==> src/rtl/core/lbpc_pkg.sv <==
// ----------------------------------------------------------------------------
// LED blink pattern controller package
// Shared types, constants and helper functions for the LED blink controller.
// ----------------------------------------------------------------------------
`default_nettype none

package lbpc_pkg;

  // Default number of LEDs driven by the controller.
  localparam int LBPC_NUM_LEDS = 3;

  // Field widths.
  localparam int LBPC_OP_W     = 2;
  localparam int LBPC_IDX_W    = 2;
  localparam int LBPC_MS_W     = 16;
  localparam int LBPC_COUNT_W  = 11;
  localparam int LBPC_LEVELS_W = 3;

  // Reciprocal of the 50 ms tick period, scaled by 2^22 and rounded up.
  localparam int LBPC_RECIP_W     = 17;
  localparam int LBPC_RECIP_SHIFT = 22;
  localparam logic [LBPC_RECIP_W-1:0] LBPC_RECIP_50 = 17'd83887;
  localparam int LBPC_PROD_W = LBPC_MS_W + LBPC_RECIP_W;

  localparam logic [LBPC_COUNT_W-1:0] LBPC_COUNT_MAX     = '1;
  localparam logic [LBPC_COUNT_W-1:0] LBPC_CONFIRM_TICKS = 11'd10;

  typedef enum logic [LBPC_OP_W-1:0] {
    OP_TICK       = 2'd0,
    OP_SET_MODE   = 2'd1,
    OP_CONFIRM    = 2'd2,
    OP_SET_ENABLE = 2'd3
  } op_t;

  typedef enum logic [1:0] {
    PH_LIT        = 2'd0,
    PH_DARK       = 2'd1,
    PH_ALWAYS_ON  = 2'd2,
    PH_ALWAYS_OFF = 2'd3
  } phase_t;

  // Command presented to every LED slice in the cycle it is executed.
  typedef struct packed {
    logic                    fire;
    op_t                     op;
    logic [LBPC_IDX_W-1:0]   led_index;
    logic [LBPC_COUNT_W-1:0] on_ticks;
    logic [LBPC_COUNT_W-1:0] off_ticks;
    logic                    flag;
  } cmd_t;

  // Truncating division of a millisecond value by 50, by reciprocal multiply.
  // The scaled error stays below one fiftieth over the whole 16-bit range.
  function automatic logic [LBPC_COUNT_W-1:0] div50(input logic [LBPC_MS_W-1:0] ms);
    logic [LBPC_PROD_W-1:0] prod;
    prod = LBPC_PROD_W'(ms) * LBPC_PROD_W'(LBPC_RECIP_50);
    return prod[LBPC_RECIP_SHIFT +: LBPC_COUNT_W];
  endfunction

  // Mode an LED takes from its lit and dark tick counts.
  function automatic phase_t mode_of(input logic [LBPC_COUNT_W-1:0] on_t,
                                     input logic [LBPC_COUNT_W-1:0] off_t);
    phase_t ph;
    if (on_t == '0) begin
      ph = PH_ALWAYS_OFF;
    end else if (off_t == '0) begin
      ph = PH_ALWAYS_ON;
    end else begin
      ph = PH_LIT;
    end
    return ph;
  endfunction

endpackage

`default_nettype wire

==> src/rtl/core/led_blink_pattern_controller_top.sv <==
// ----------------------------------------------------------------------------
// LED blink pattern controller
// Drives NUM_LEDS LEDs from 50 ms ticks with enable, confirm flash and blink.
// Usage: each transfer on the item channel (item_valid, item_stall) carries
// one operation: a tick, a set mode, a confirm flash or a set enable. Every
// operation produces exactly one transfer on the result channel
// (result_valid, result_stall) carrying the pin levels of LEDs 0 to 2 after
// the operation has been applied.
// An item passes through the input register, where the millisecond times
// are converted to tick counts, and then through the LED slices, which
// write the result register. Throughput is one item per cycle while the
// receiver does not stall; the input register and the result register
// form a two-stage pipeline, so a new item is taken while an earlier
// result waits to be collected.
// When the receiver stalls, the result register holds its value, the LED
// state is not advanced, and item_stall rises once the input register is
// also occupied. Nothing is dropped or repeated.
// After reset every LED is enabled, in the always-off mode with its pin low,
// and no result is pending.
// ----------------------------------------------------------------------------
`default_nettype none

module led_blink_pattern_controller_top #(
  parameter int NUM_LEDS = lbpc_pkg::LBPC_NUM_LEDS
) (
  input  wire logic                                clk,
  input  wire logic                                rst,
  input  wire logic                                item_valid,
  output logic                                     item_stall,
  input  wire logic [lbpc_pkg::LBPC_OP_W-1:0]      operation,
  input  wire logic [lbpc_pkg::LBPC_IDX_W-1:0]     led_index,
  input  wire logic [lbpc_pkg::LBPC_MS_W-1:0]      on_ms,
  input  wire logic [lbpc_pkg::LBPC_MS_W-1:0]      off_ms,
  input  wire logic                                flag,
  output logic                                     result_valid,
  input  wire logic                                result_stall,
  output logic [lbpc_pkg::LBPC_LEVELS_W-1:0]       led_levels
);

  // Input register: holds one decoded operation awaiting execution.
  logic                              stage_valid;
  lbpc_pkg::op_t                     stage_op;
  logic [lbpc_pkg::LBPC_IDX_W-1:0]   stage_index;
  logic [lbpc_pkg::LBPC_COUNT_W-1:0] stage_on_ticks;
  logic [lbpc_pkg::LBPC_COUNT_W-1:0] stage_off_ticks;
  logic                              stage_flag;

  logic                              result_free;
  logic                              execute;
  logic                              item_accept;
  lbpc_pkg::cmd_t                    cmd;
  logic [NUM_LEDS-1:0]               pins_next;
  logic [lbpc_pkg::LBPC_LEVELS_W-1:0] levels_next;

  // The result register can take a new value when it is empty or being read.
  assign result_free = !result_valid || !result_stall;
  assign execute     = stage_valid && result_free;
  assign item_stall  = stage_valid && !result_free;
  assign item_accept = item_valid && !item_stall;

  always_ff @(posedge clk) begin
    if (rst) begin
      stage_valid <= 1'b0;
    end else if (item_accept) begin
      stage_valid <= 1'b1;
    end else if (execute) begin
      stage_valid <= 1'b0;
    end
  end

  // The time conversion is done on the way in, so the execution stage only
  // sees tick counts.
  always_ff @(posedge clk) begin
    if (item_accept) begin
      stage_op        <= lbpc_pkg::op_t'(operation);
      stage_index     <= led_index;
      stage_on_ticks  <= lbpc_pkg::div50(on_ms);
      stage_off_ticks <= lbpc_pkg::div50(off_ms);
      stage_flag      <= flag;
    end
  end

  assign cmd.fire      = execute;
  assign cmd.op        = stage_op;
  assign cmd.led_index = stage_index;
  assign cmd.on_ticks  = stage_on_ticks;
  assign cmd.off_ticks = stage_off_ticks;
  assign cmd.flag      = stage_flag;

  // One slice per LED; each decides for itself whether it is addressed.
  for (genvar i = 0; i < NUM_LEDS; i++) begin : g_led
    lbpc_led #(
      .LED_ID(i)
    ) u_led (
      .clk     (clk),
      .rst     (rst),
      .cmd     (cmd),
      .pin_next(pins_next[i])
    );
  end

  // Only the first three LEDs are reported; missing ones read as dark.
  for (genvar b = 0; b < lbpc_pkg::LBPC_LEVELS_W; b++) begin : g_level
    if (b < NUM_LEDS) begin : g_used
      assign levels_next[b] = pins_next[b];
    end else begin : g_unused
      assign levels_next[b] = 1'b0;
    end
  end

  always_ff @(posedge clk) begin
    if (rst) begin
      result_valid <= 1'b0;
    end else if (execute) begin
      result_valid <= 1'b1;
    end else if (!result_stall) begin
      result_valid <= 1'b0;
    end
  end

  always_ff @(posedge clk) begin
    if (execute) begin
      led_levels <= levels_next;
    end
  end

endmodule

`default_nettype wire

==> src/rtl/core/lbpc_led.sv <==
// ----------------------------------------------------------------------------
// LED blink pattern controller, single LED slice
// Holds the state of one LED and applies each executed command to it.
// ----------------------------------------------------------------------------
`default_nettype none

module lbpc_led #(
  parameter int LED_ID = 0
) (
  input  wire logic          clk,
  input  wire logic          rst,
  input  wire lbpc_pkg::cmd_t cmd,
  output logic               pin_next
);

  localparam int CMP_W = 32;
  localparam logic [CMP_W-1:0] ID = CMP_W'(LED_ID);

  logic                              pin_level;
  logic [lbpc_pkg::LBPC_COUNT_W-1:0] tick_count;
  logic [lbpc_pkg::LBPC_COUNT_W-1:0] on_ticks;
  logic [lbpc_pkg::LBPC_COUNT_W-1:0] off_ticks;
  lbpc_pkg::phase_t                  phase;
  logic                              confirming;
  logic                              enabled;

  logic [lbpc_pkg::LBPC_COUNT_W-1:0] tick_count_next;
  logic [lbpc_pkg::LBPC_COUNT_W-1:0] on_ticks_next;
  logic [lbpc_pkg::LBPC_COUNT_W-1:0] off_ticks_next;
  lbpc_pkg::phase_t                  phase_next;
  logic                              confirming_next;
  logic                              enabled_next;

  logic                              sel;
  logic                              same;
  logic [lbpc_pkg::LBPC_COUNT_W-1:0] count_inc;
  lbpc_pkg::phase_t                  mode_stored;
  lbpc_pkg::phase_t                  mode_cmd;

  assign sel  = ({{(CMP_W-lbpc_pkg::LBPC_IDX_W){1'b0}}, cmd.led_index} == ID);
  assign same = (on_ticks == cmd.on_ticks) && (off_ticks == cmd.off_ticks) &&
                (confirming == cmd.flag);
  assign count_inc   = (tick_count == lbpc_pkg::LBPC_COUNT_MAX) ?
                       tick_count :
                       tick_count + {{(lbpc_pkg::LBPC_COUNT_W-1){1'b0}}, 1'b1};
  assign mode_stored = lbpc_pkg::mode_of(on_ticks, off_ticks);
  assign mode_cmd    = lbpc_pkg::mode_of(cmd.on_ticks, cmd.off_ticks);

  always_comb begin
    pin_next        = pin_level;
    tick_count_next = tick_count;
    on_ticks_next   = on_ticks;
    off_ticks_next  = off_ticks;
    phase_next      = phase;
    confirming_next = confirming;
    enabled_next    = enabled;
    if (cmd.fire) begin
      unique case (cmd.op)
        lbpc_pkg::OP_TICK: begin
          if (enabled) begin
            tick_count_next = count_inc;
            if (confirming) begin
              pin_next = ~pin_level;
              if (count_inc >= lbpc_pkg::LBPC_CONFIRM_TICKS) begin
                confirming_next = 1'b0;
                tick_count_next = '0;
                phase_next      = mode_stored;
                if (mode_stored == lbpc_pkg::PH_LIT) begin
                  pin_next = 1'b1;
                end
              end
            end else begin
              unique case (phase)
                lbpc_pkg::PH_LIT: begin
                  if (count_inc >= on_ticks) begin
                    tick_count_next = '0;
                    phase_next      = lbpc_pkg::PH_DARK;
                    pin_next        = 1'b0;
                  end
                end
                lbpc_pkg::PH_DARK: begin
                  if (count_inc >= off_ticks) begin
                    tick_count_next = '0;
                    phase_next      = lbpc_pkg::PH_LIT;
                    pin_next        = 1'b1;
                  end
                end
                lbpc_pkg::PH_ALWAYS_ON:  pin_next = 1'b1;
                lbpc_pkg::PH_ALWAYS_OFF: pin_next = 1'b0;
                default:                 pin_next = pin_level;
              endcase
            end
          end
        end
        lbpc_pkg::OP_SET_MODE: begin
          if (sel && !same) begin
            tick_count_next = '0;
            on_ticks_next   = cmd.on_ticks;
            off_ticks_next  = cmd.off_ticks;
            confirming_next = cmd.flag;
            phase_next      = mode_cmd;
            pin_next        = (mode_cmd == lbpc_pkg::PH_LIT);
          end
        end
        lbpc_pkg::OP_CONFIRM: begin
          if (sel) begin
            tick_count_next = '0;
            pin_next        = 1'b0;
            confirming_next = 1'b1;
          end
        end
        lbpc_pkg::OP_SET_ENABLE: begin
          if (sel) begin
            enabled_next = cmd.flag;
          end
        end
        default: enabled_next = enabled;
      endcase
    end
  end

  always_ff @(posedge clk) begin
    if (rst) begin
      pin_level  <= 1'b0;
      tick_count <= '0;
      on_ticks   <= '0;
      off_ticks  <= '0;
      phase      <= lbpc_pkg::PH_ALWAYS_OFF;
      confirming <= 1'b0;
      enabled    <= 1'b1;
    end else begin
      pin_level  <= pin_next;
      tick_count <= tick_count_next;
      on_ticks   <= on_ticks_next;
      off_ticks  <= off_ticks_next;
      phase      <= phase_next;
      confirming <= confirming_next;
      enabled    <= enabled_next;
    end
  end

endmodule

`default_nettype wire

==> config.mk <==
export PLATFORM = sky130hd
export DESIGN_NAME = led_blink_pattern_controller_top
export DESIGN_NICKNAME = d
export VERILOG_FILES = /design/src/rtl/core/lbpc_pkg.sv /design/src/rtl/core/led_blink_pattern_controller_top.sv /design/src/rtl/core/lbpc_led.sv
export SDC_FILE = /design/constraint.sdc
export NUM_CORES = 1
export LEC_CHECK = 0
export ABC_AREA = 1
export BUFFER_PORTS_ARGS = -buffer_cell sky130_fd_sc_hd__buf_2
export CORE_ASPECT_RATIO = 1.4
export CORE_MARGIN = 2
export CORE_UTILIZATION = 35
export CTS_CLUSTER_DIAMETER = 50
export DETAILED_ROUTE_END_ITERATION = 8
export GPL_ROUTABILITY_DRIVEN = 0
export HOLD_SLACK_MARGIN = 0.03
export PLACE_DENSITY = 0.53
export RECOVER_POWER = 50
export SKIP_LAST_GASP = 1
export SYNTH_ARGS = -nofsm -noshare
export SYNTH_HDL_FRONTEND = slang
export SYNTH_HIERARCHICAL = 1
export SYNTH_SLANG_ARGS = --single-unit
==> constraint.sdc <==
create_clock -name clk -period 7.15 [get_ports clk]
set_clock_uncertainty 0.15 [all_clocks]
set_input_delay 0.3575 -clock clk [delete_from_list [all_inputs] [get_ports clk]]
set_output_delay 0.3575 -clock clk [all_outputs]
set_load 0.01 [all_outputs]
==> qor.yml, run 1 <==
outcome: "finished, violations left"
violations: "max-capacitance violations, max-slew violations"
yosysWarnings: 6
fin_ws_ns: 2.09
rsz0062_at_grt: "false"
post-cts-setup-buffers: 0
timing.final.crit_share: 0.707
hold-path-cell-count: 2
crit_family: "adder cells"
overflow: 0
cts_buffers: 17
clk_latency_ns: 0.45
reg2reg_depth: 17
num_vias: 18001
crit_fanout: 5
core-area_um2: 60900
hp-class: "reg -> reg"
io_buffers: 45
ir_drop_v: 0.000233
drtIter0Drc: 662
min_period_ns: 5.06
drc: 0
placed_area_um2: 22700
setup_tns_ns: 0
antenna_found_initial: 0
multiInputGateArea_um2: 15600
cts-resized-gates: 0
ys_seq_area_frac: 0.150
regArea_um2: 3220
final_nets: 3656
tritoncts: "done"
die_w_um: 214
hpwlAfterDp_mm: 48.3
cts-root-buf: "clkbuf_16"
diodes: 0
slew_headroom: -0.170
setup_viol: 0
end_kind: "register"
dp_cells: 3862
cp.depth: 21
routed_wl_mm: 57.0
grt_max_degree: 45
synth_area_um2: 21600
synth_nets: 3612
worst_slew_pin_slew_ns: 1.75
die_h_um: 298
crit_slowest_cell: "fa_1"
powerDensity_nw_per_um2: 416
firstDrtPassIters: 4
final_layout_size_suffix_gt1_frac: 0.0379
cts_buffer_depth: 2
finalMaxSlewViolations: 163
synth_cells: 3027
final_cell_mix: "nand2_1 (782), inv_1 (675), ha_1 (350)"
wl_per_cell_um: 14.6
p_leak_nw: 12.5
crit_type: "in -> reg"
synth_area_per_cell_um2: 7.12
synth-seq-cells: 146
crit_chain: "buf_2, fa_1, inv_1, fa_1, inv_1, fa_1, fa_1, fa_1, inv_1, fa_1, inv_1, ha_1, nand2_1, inv_1, nand3_1, nor3_1, nand2_1, nand2_1, nand2_1, nand3_1, nand2_1"
final_area_um2: 23300
maxCapViolations: 4
start_util: 0.354
io_pins: 46
hold_buffers: 7
crit_path_frequent_cell: "fa_1"
grt_pass1_wl_mm: 92.7
arrival_ns: 5.11
ys_types: 37
nFillCells: 6566
antenna_left: 0
cts_sinks: 146
cp.required_ns: 7.20
fmax_mhz: 198
dpl_worst_slack_ns: 1.59
syn_to_final_growth_pct: 8.20
final-instance-count-excl-fill: 3901
finalHoldViolations: 0
htree_levels: 4
final_common_cell: "nand2_1"
worst_hold_slack_ns: 0.310
critPathMaxStageDelay_ns: 0.57
start_kind: "input pin"
viasPerCell: 4.61
grt_usage: 0.185
critical_path_buf_inv_count: 6
num_rows: 107
clk_pin_slew_ns: 0.06
grt_pass1_vias: 18357
die_area_um2: 63600
Yosys cell counts (all sizes together):
| cell | n | area share |
|---|---|---|
| a21oi | 188 | 0.044 |
| nor4 | 7 | 0.0020 |
| xor2 | 12 | 0.0049 |
| nand2 | 788 | 0.14 |
| inv | 679 | 0.12 |
| nor2 | 235 | 0.042 |
| o21bai | 12 | 0.0042 |
| or2 | 4 | 0.0012 |
| edfxtp | 30 | 0.042 |
| nand3b | 12 | 0.0047 |
| nor3 | 32 | 0.0081 |
| o211ai | 6 | 0.0021 |
| and2 | 4 | 0.0012 |
| dfxtp | 116 | 0.11 |
| nand3 | 142 | 0.037 |
| nand4 | 36 | 0.010 |
| o31ai | 3 | 0.0010 |
| clkbuf | 21 | 0.0037 |
| a21o | 7 | 0.0024 |
| o21ai | 118 | 0.031 |
| fa | 194 | 0.18 |
| xnor2 | 11 | 0.0045 |
| nor3b | 5 | 0.0022 |
| and3 | 3 | 0.00087 |
| buf | 12 | 0.0040 |
| ha | 350 | 0.20 |
metrics by stage:
stage          power, W  utilization
2_1_floorplan   0.00681            -
3_3_place_gp    0.00881        0.372
3_5_place_dp    0.00881        0.372
4_1_cts         0.00984        0.384
5_1_grt          0.0110        0.383
6_report        0.00970        0.383
final timing paths:
path | from | endpoint | slack, ns
hold reg to reg | g_led[0].u_led/tick_count[10] | g_led[0].u_led/tick_count[10] | 0.31
hold / removal | g_led[0].u_led/tick_count[10] | g_led[0].u_led/tick_count[10] | 0.31
setup / recovery | on_ms[4] | stage_on_ticks[9] | 2.09
setup reg to reg | g_led[2].u_led/tick_count[1] | g_led[2].u_led/phase[1] | 3.55
registers in the layout, indices dropped and copies added (netlist names), 3 cells and up:
name,count
g_led.u_led/off_ticks,33
g_led.u_led/on_ticks,33
g_led.u_led/tick_count,33
stage_off_ticks,11
stage_on_ticks,11
g_led.u_led/phase,6
g_led.u_led/confirming,3
g_led.u_led/enabled,3
g_led.u_led/pin_level,3
led_levels,3
report_power, final:
part | leakage [nW] | internal, W | switching (W) | total (W)
Sequential | 1.23 | 0.00100 | 0.000241 | 0.00124
Clock | 0.294 | 0.000570 | 0.000385 | 0.000955
Combinational | 10.9 | 0.00269 | 0.00482 | 0.00751
Total | 12.5 | 0.00426 | 0.00544 | 0.00970
layer usage:
| layer | track usage | vias up | routed length, um |
|---|---|---|---|
| li1 | - | 9512 | - |
| met1 | 0.210 | 8243 | 24000 |
| met2 | 0.359 | 180 | 30500 |
| met3 | 0.0124 | 66 | 900 |
| met4 | 0.0589 | 0 | 1610 |
| met5 | 0 | - | 0 |
kinds of logic (layout without fill, tap and decap cells):
| logic type | Yosys count | after routing | synth area share |
|---|---|---|---|
| simple gates | 1268 | 1268 | 0.248 |
| buf+inv | 712 | 769 | 0.126 |
| fa+ha+maj | 544 | 544 | 0.383 |
| compound gates | 334 | 334 | 0.0839 |
| flops | 146 | 146 | 0.150 |
| xor+xnor | 23 | 23 | 0.00935 |
cell type report:
| type | count | share of cell area |
|---|---|---|
| Clock inverter | 12 | 0.00660 |
| Sequential cell | 146 | 0.138 |
| Inverter | 679 | 0.109 |
| Multi-Input combinational cell | 2169 | 0.669 |
| Timing Repair Buffer | 58 | 0.0135 |
| Tap cell | 817 | 0.0438 |
| Clock buffer | 20 | 0.0196 |
worst min-delay path: cells and delay by family (launching register included):
kind / cells / cell delay, ns
flops: 1 / 0.31
simple gates: 1 / 0.06
compound gates: 1 / 0.05
No activity file was read; power rests on OpenSTA's default activity.
==> run 2, diff against run 1 <==
Settings changed: PLACE_DENSITY 0.53 to 0.54.
Clock period 7.15 ns to 4.6 ns, I/O delays scaled along.
==> run 2 against run 1 <==
  * The flow still finishes with violations (max-capacitance violations, max-slew violations)
  * Flip-flop and latch count stayed put
  * Critical path type unchanged
  * Non-clock buffer count is 175 higher
  * Largest power group unchanged
  * Setup slack worse by 2.0 ns
  * Total power grew 110%
  * Sequential power up 54%
==> qor.yml, run 2 (synthesized netlist as in run 1, its figures left out) <==
final_common_cell: "nand2_1"
final_layout_size_suffix_gt1_frac: 0.132  # +0.0940
slew_headroom: -0.146  # +0.0232
critPathMaxStageDelay_ns: 0.61  # +0.04 ns
crit_path_frequent_cell: "fa_1"
cts_sinks: 146  # unchanged
grt_max_degree: 45  # unchanged
grt_usage: 0.188  # +0.00281
overflow: 0  # unchanged
dp_cells: 4031  # +4.4%
viasPerCell: 4.61  # -0.10%
io_buffers: 45  # unchanged
firstDrtPassIters: 5  # +1
antenna_left: 0  # unchanged
ir_drop_v: 0.000625  # +170%
start_util: 0.354  # unchanged
wl_per_cell_um: 14.2  # -2.8%
core-area_um2: 60900  # unchanged
end_kind: "register"
crit_slowest_cell: "fa_2"
num_rows: 107  # unchanged
crit_fanout: 3  # -2
netSwitchingPower_w: 0.0105  # +92%
cts_buffer_depth: 2  # unchanged
final-instance-count-excl-fill: 4076  # +4.5%
final_cell_mix: "nand2_1 (749), inv_1 (657), ha_1 (323)"
swShare: 0.519  # -0.0422
fmax_mhz: 220
rsz0062_at_grt: "true"
final_util: 0.416  # +0.0336
clk_pin_slew_ns: 0.06  # about the same
setup_viol: 0  # unchanged
arrival_ns: 4.61  # -0.50 ns
die_area_um2: 63600  # unchanged
syn_to_final_growth_pct: 17.7
num_vias: 18789  # +4.4%
timing.final.crit_share: 0.990
antenna_found_initial: 0  # unchanged
tritoncts: "done"
outcome: "finished, violations left"
finalMaxSlewViolations: 163  # unchanged
finalHoldViolations: 0  # unchanged
p_leak_nw: 13.4  # +7.2%
die_w_um: 214  # unchanged
diodes: 0  # unchanged
power_frac_seq: 0.095  # -0.033
crit_type: "in -> reg"
grt_pass1_vias: 18793  # +2.4%
maxCapViolations: 4  # unchanged
cp.required_ns: 4.66  # -2.54 ns
hp-class: "reg -> reg"
drtIter0Drc: 711  # +7.4%
min_period_ns: 4.55
clkPwrFrac: 0.067  # -0.031
drc: 0  # unchanged
crit_chain: "buf_8, fa_2, inv_2, fa_1, inv_2, fa_1, fa_1, fa_1, inv_1, fa_1, inv_2, ha_4, nand2_4, nor2_4, inv_2, nor3_2, nand2_1, nand2_1, nand2_1, nand3_1, nand2_1"
power_frac_comb: 0.838  # +0.064
cts_buffers: 17  # unchanged
worst_slew_pin_slew_ns: 1.72  # -0.0349 ns
die_h_um: 298  # unchanged
powerDensity_nw_per_um2: 796  # +91%
routed_wl_mm: 57.9  # +1.5%
violations: "max-capacitance violations, max-slew violations"
hpwlAfterDp_mm: 49.4  # +2.3%
cts-root-buf: "clkbuf_16"
start_kind: "input pin"
p_int_w: 0.00972  # +130%
htree_levels: 4  # unchanged
io_pins: 46  # unchanged
clk_latency_ns: 0.45  # about the same
final_nets: 3831  # +4.8%
grt_pass1_wl_mm: 94.4  # +1.8%
largest_registers: "g_led.u_led/off_ticks (33), g_led.u_led/on_ticks (33), g_led.u_led/tick_count (33)"
worst_hold_slack_ns: 0.315  # +0.00506 ns
==> run 2: changes by cell type in the layout (fill, tap and decap cells not counted), moves of 15 or more <==
| cell | change |
|---|---|
| a21oi_2 | +15 |
| buf_4 | +168 |
| inv_1 | -18 |
| ha_4 | +26 |
| ha_1 | -27 |
| nand2_2 | +27 |
| nand2_1 | -33 |
| nor2_1 | -15 |
| inv_2 | +16 |
| a21oi_1 | -19 |
==> run 2: through the flow <==
stage	area [um2]	TNS (ns)	setup WS [ns]	total power, W
2_1_floorplan	21700	-0.479	-0.0883	0.0114
4_1_cts	24800	0	0.0170	0.0175
3_5_place_dp	24100	-9.02	-0.538	0.0161
6_report	25400	0	0.0468	0.0202
5_1_grt	25400	-1.04	-0.145	0.0225
3_3_place_gp	24100	-8.36	-0.487	0.0160
==> run 2: worst paths after layout <==
kind | cells past startpoint | from | endpoint | slack (ns)
hold / removal | 2 | g_led[2].u_led/tick_count[10] | g_led[2].u_led/tick_count[10] | 0.32
hold reg to reg | 2 | g_led[2].u_led/tick_count[10] | g_led[2].u_led/tick_count[10] | 0.32
setup reg to reg | 17 | g_led[2].u_led/tick_count[1] | g_led[2].u_led/phase[1] | 1.06
setup / recovery | 21 | off_ms[15] | stage_off_ticks[10] | 0.05
==> run 2: layer usage <==
| layer | global-route usage | up-vias | share of wire |
|---|---|---|---|
| li1 | - | 9861 | - |
| met2 | 0.356 | 203 | 0.54 |
| met5 | 0 | - | 0 |
| met4 | 0.0617 | 0 | 0.026 |
| met1 | 0.219 | 8654 | 0.42 |
| met3 | 0.0141 | 71 | 0.016 |
==> run 2: area by class of cell <==
class                   count  area, um2
clock buffers              20        447
clock inverters            12        111
fillers                  6491      35500
inverters                 679       2550
multi-input cells        2169      16300
flip-flops and latches    146       3220
well taps                 817       1020
repair buffers            233       1670
==> run 2: critical path: cells and delay by family <==
kind                     cells  cell delay, ns
adder cells (fa/ha/maj)      7            3.37
buffers and inverters        6            0.36
AND/OR/NAND/NOR              8            0.66
==> run 2: power groups by stage <==
stage / Clock, W / Sequential (W) / Combinational (W)
5_1_grt: 0.00146 / 0.00194 / 0.0191
6_report: 0.00136 / 0.00191 / 0.0169
3_5_place_dp: 0 / 0.00194 / 0.0141
4_1_cts: 0.00140 / 0.00191 / 0.0142
3_3_place_gp: 0 / 0.00194 / 0.0140
2_1_floorplan: 0 / 0.00175 / 0.00965
==> run 2: repair_timing <==
item / CTS / global route
hold endpoints to repair: 11 / 0
pin swaps: 0 / 43
hold buffers: 9 / 0
buffers inserted: 0 / 4
resized for setup: 2 / 136
endpoints found under the setup margin: 1 / 22
==> run 3, diff against run 2 <==
Settings changed: ABC_AREA 1 to not set, SETUP_SLACK_MARGIN set to 0.3, SYNTH_HIERARCHICAL 1 to not set.
==> run 3 against run 2 <==
  * The run ends with max-capacitance violations, max-slew violations, negative setup slack left
  * Critical endpoint unchanged
  * Flip-flop and latch count did not move
  * Largest cell class unchanged
  * Global-route usage fell by 1.6 points
  * Die area fell by 12%
==> qor.yml, run 3 <==
p_leak_nw: 10.9  # -19%
synthTopCellsByArea: "ha_1 (23%), fa_1 (20%), dfxtp_1 (12%), inv_1 (8.3%), edfxtp_1 (4.7%)"
final_nets: 2809  # -27%
tritoncts: "done"
die_h_um: 280  # -6.1%
start_kind: "input pin"
final_common_cell: "inv_1"
swShare: 0.446  # -0.0725
htree_levels: 4  # unchanged
maxCapViolations: 4  # unchanged
worst_slew_pin_slew_ns: 1.67  # -0.0470 ns
synth_commonest_cells: "inv_1 (422), ha_1 (343), fa_1 (194)"
grt_max_degree: 65  # +44%
clk_pin_slew_ns: 0.07  # about the same
largest_registers: "g_led.u_led.off_ticks (33), g_led.u_led.on_ticks (33), g_led.u_led.tick_count (33)"
synth_area_um2: 19000  # -12%
dpl_worst_slack_ns: -1.46  # -0.922 ns
ys_async_sr_fraction: 0  # unchanged
firstDrtPassIters: 7  # +2
grt_pass1_wl_mm: 77.2  # -18%
yosysWarnings: 0  # -6
netSwitchingPower_w: 0.00645  # -38%
core-area_um2: 54000  # -11%
power_frac_comb: 0.771  # -0.067
ys_types: 93  # +150%
rsz0062_at_grt: "true"
final_cell_mix: "inv_1 (405), ha_1 (328), buf_4 (199)"
fin_ws_ns: -0.852  # -0.899 ns
antenna_found_initial: 1  # +1
io_pins: 46  # unchanged
cts_sinks: 146  # unchanged
min_period_ns: 5.45  # +0.899 ns
nFillCells: 5389  # -17%
regArea_um2: 3230  # +0.12%
powerDensity_nw_per_um2: 639  # -20%
die_area_um2: 56200  # -12%
violations: "max-capacitance violations, max-slew violations, negative setup slack"
wl_per_cell_um: 15.9  # +12%
antenna_left: 0  # unchanged
diodes: 0  # unchanged
finalMaxSlewViolations: 104  # -36%
yosys.area_share.simple: 0.111  # -0.137
routed_wl_mm: 47.2  # -18%
grt_pass1_vias: 15354  # -18%
ys_seq_area_frac: 0.170  # +0.0202
crit_type: "in -> reg"
synth-seq-cells: 146  # unchanged
outcome: "finished, violations left"
syn_to_final_growth_pct: 19.2
ir_drop_v: 0.000612  # -2.0%
hp-class: "reg -> reg"
overflow: 0  # unchanged
synth_area_per_cell_um2: 9.46  # +33%
finalHoldViolations: 0  # unchanged
synth_top_family_by_area: "adder cells"
cts_buffer_depth: 2  # unchanged
synth_nets: 2585  # -28%
synth-edff-count: 30  # unchanged
cp.required_ns: 4.63  # -0.03 ns
synth_top_area_frac: 0.226  # +0.0228
num_vias: 14442  # -23%
synth_compound_area_frac: 0.0983  # +0.0144
io_buffers: 45  # unchanged
cts_buffers: 17  # unchanged
die_w_um: 201  # -6.0%
num_rows: 101  # -5.6%
drc: 0  # unchanged
power_frac_seq: 0.133  # +0.038
timing.final.crit_share: 1.19  # +0.195
slew_headroom: -0.115  # +0.0314
viasPerCell: 4.87  # +5.7%
cts-root-buf: "clkbuf_16"
post-synth-top-count-cell: "inv_1"
grt_usage: 0.171  # -0.0162
crit_fanout: 3  # unchanged
drtIter0Drc: 580  # -18%
synth_area_leader_cell: "ha_1"
muxShareOfSynthArea: 0.0442  # +0.0442
clkPwrFrac: 0.096  # +0.029
clk_latency_ns: 0.43  # -0.02 ns
setup_viol: 22  # +22
arrival_ns: 5.48  # +0.87 ns
worst_hold_slack_ns: 0.343  # +0.0274 ns
fmax_mhz: 183  # -16%
end_kind: "register"
synth_cells: 2007  # -34%
start_util: 0.352  # -0.00191
hpwlAfterDp_mm: 40.0  # -19%
yosys_most_used_dff: "dfxtp_1"
final_layout_size_suffix_gt1_frac: 0.196  # +0.0641
multiInputGateArea_um2: 14400  # -12%
synth_xor_area_frac: 0.0489  # +0.0395
synth_fa_ha_area_frac: 0.430  # +0.0471
p_int_w: 0.00801  # -18%
run 3: cell types whose count changed in the layout (fill, tap and decap cells not counted), sizes merged, moves of 77 or more:
cell	change
nor2	-108
o21ai	-77
mux2i	+80
nand2	-717
inv	-246
nand3	-112
a21oi	-120
run 3: repair_timing:
| action | in CTS | in global routing |
|---|---|---|
| setup buffers | 11 | 8 |
| hold buffers | 7 | 0 |
| hold endpoints to repair | 7 | 0 |
| gates resized for setup | 34 | 79 |
| endpoints found under the setup margin | 23 | 49 |
| pin swaps | 40 | 36 |
run 3: worst paths after layout:
path | startpoint | end | slack (ns) | cells after the start
worst min register to register | stage_valid | result_valid | 0.34 | 2
worst max-delay path | off_ms[14] | stage_off_ticks[10] | -0.85 | 21
worst max register to register | g_led[0].u_led.tick_count[3] | g_led[0].u_led.tick_count[0] | 0.44 | 14
worst min-delay path | stage_valid | result_valid | 0.34 | 2
run 3: power groups by stage:
stage          Clock, W  Sequential [W]  Combinational, W
3_5_place_dp          0         0.00196           0.00990
4_1_cts         0.00143         0.00193            0.0106
2_1_floorplan         0         0.00162           0.00672
5_1_grt         0.00148         0.00194            0.0127
3_3_place_gp          0         0.00195           0.00968
6_report        0.00138         0.00193            0.0112
run 3: kinds of logic after synthesis:
| family | after synthesis |
|---|---|
| buffers and inverters | 477 |
| DFF | 146 |
| muxes | 82 |
| and+or+nand+nor | 398 |
| AOI/OAI and AO/OA | 261 |
| adders and majority gates | 537 |
| xor gates and xnor gates | 106 |
run 3: cell type report:
type                       count  area share
clock inverter                15     0.00702
clock buffer                  17      0.0188
sequential                   146       0.143
tap                          721      0.0398
timing repair buffer         260      0.0842
inverter                     422      0.0701
multi-input combinational   1384       0.638
run 3: worst max-delay path, cell delays in order:
cell and delay (ns):
buf_6 0.10, fa_2 0.59, inv_2 0.06, fa_1 0.52, inv_2 0.04, fa_1 0.52, fa_1 0.45, fa_1 0.49
inv_1 0.05, fa_1 0.49, inv_2 0.05, ha_4 0.15, a21oi_2 0.14, nor2_2 0.07, o31ai_4 0.25, o311ai_4 0.14
o41a_1 0.35, a41o_1 0.23, a311o_1 0.32, a21oi_2 0.15, xnor2_1 0.08
run 3: per-layer routing:
layer	up-vias	GRT usage	wire length, um
met5	-	0	0
met4	0	0.0579	1400
met3	73	0.0174	1300
met2	233	0.331	25400
met1	6998	0.194	19100
li1	7138	-	-
run 3: stage by stage:
step	utilization	setup TNS [ns]	instances	power [W]	area [um2]
6_report	0.420	-11.07	2965	0.0145	22600
2_1_floorplan	-	-11.56	2007	0.00834	19100
3_5_place_dp	0.397	-22.80	2907	0.0119	21400
4_1_cts	0.414	-12.10	2957	0.0140	22300
5_1_grt	0.420	-14.35	2965	0.0161	22600
3_3_place_gp	0.397	-22.03	2907	0.0116	21400
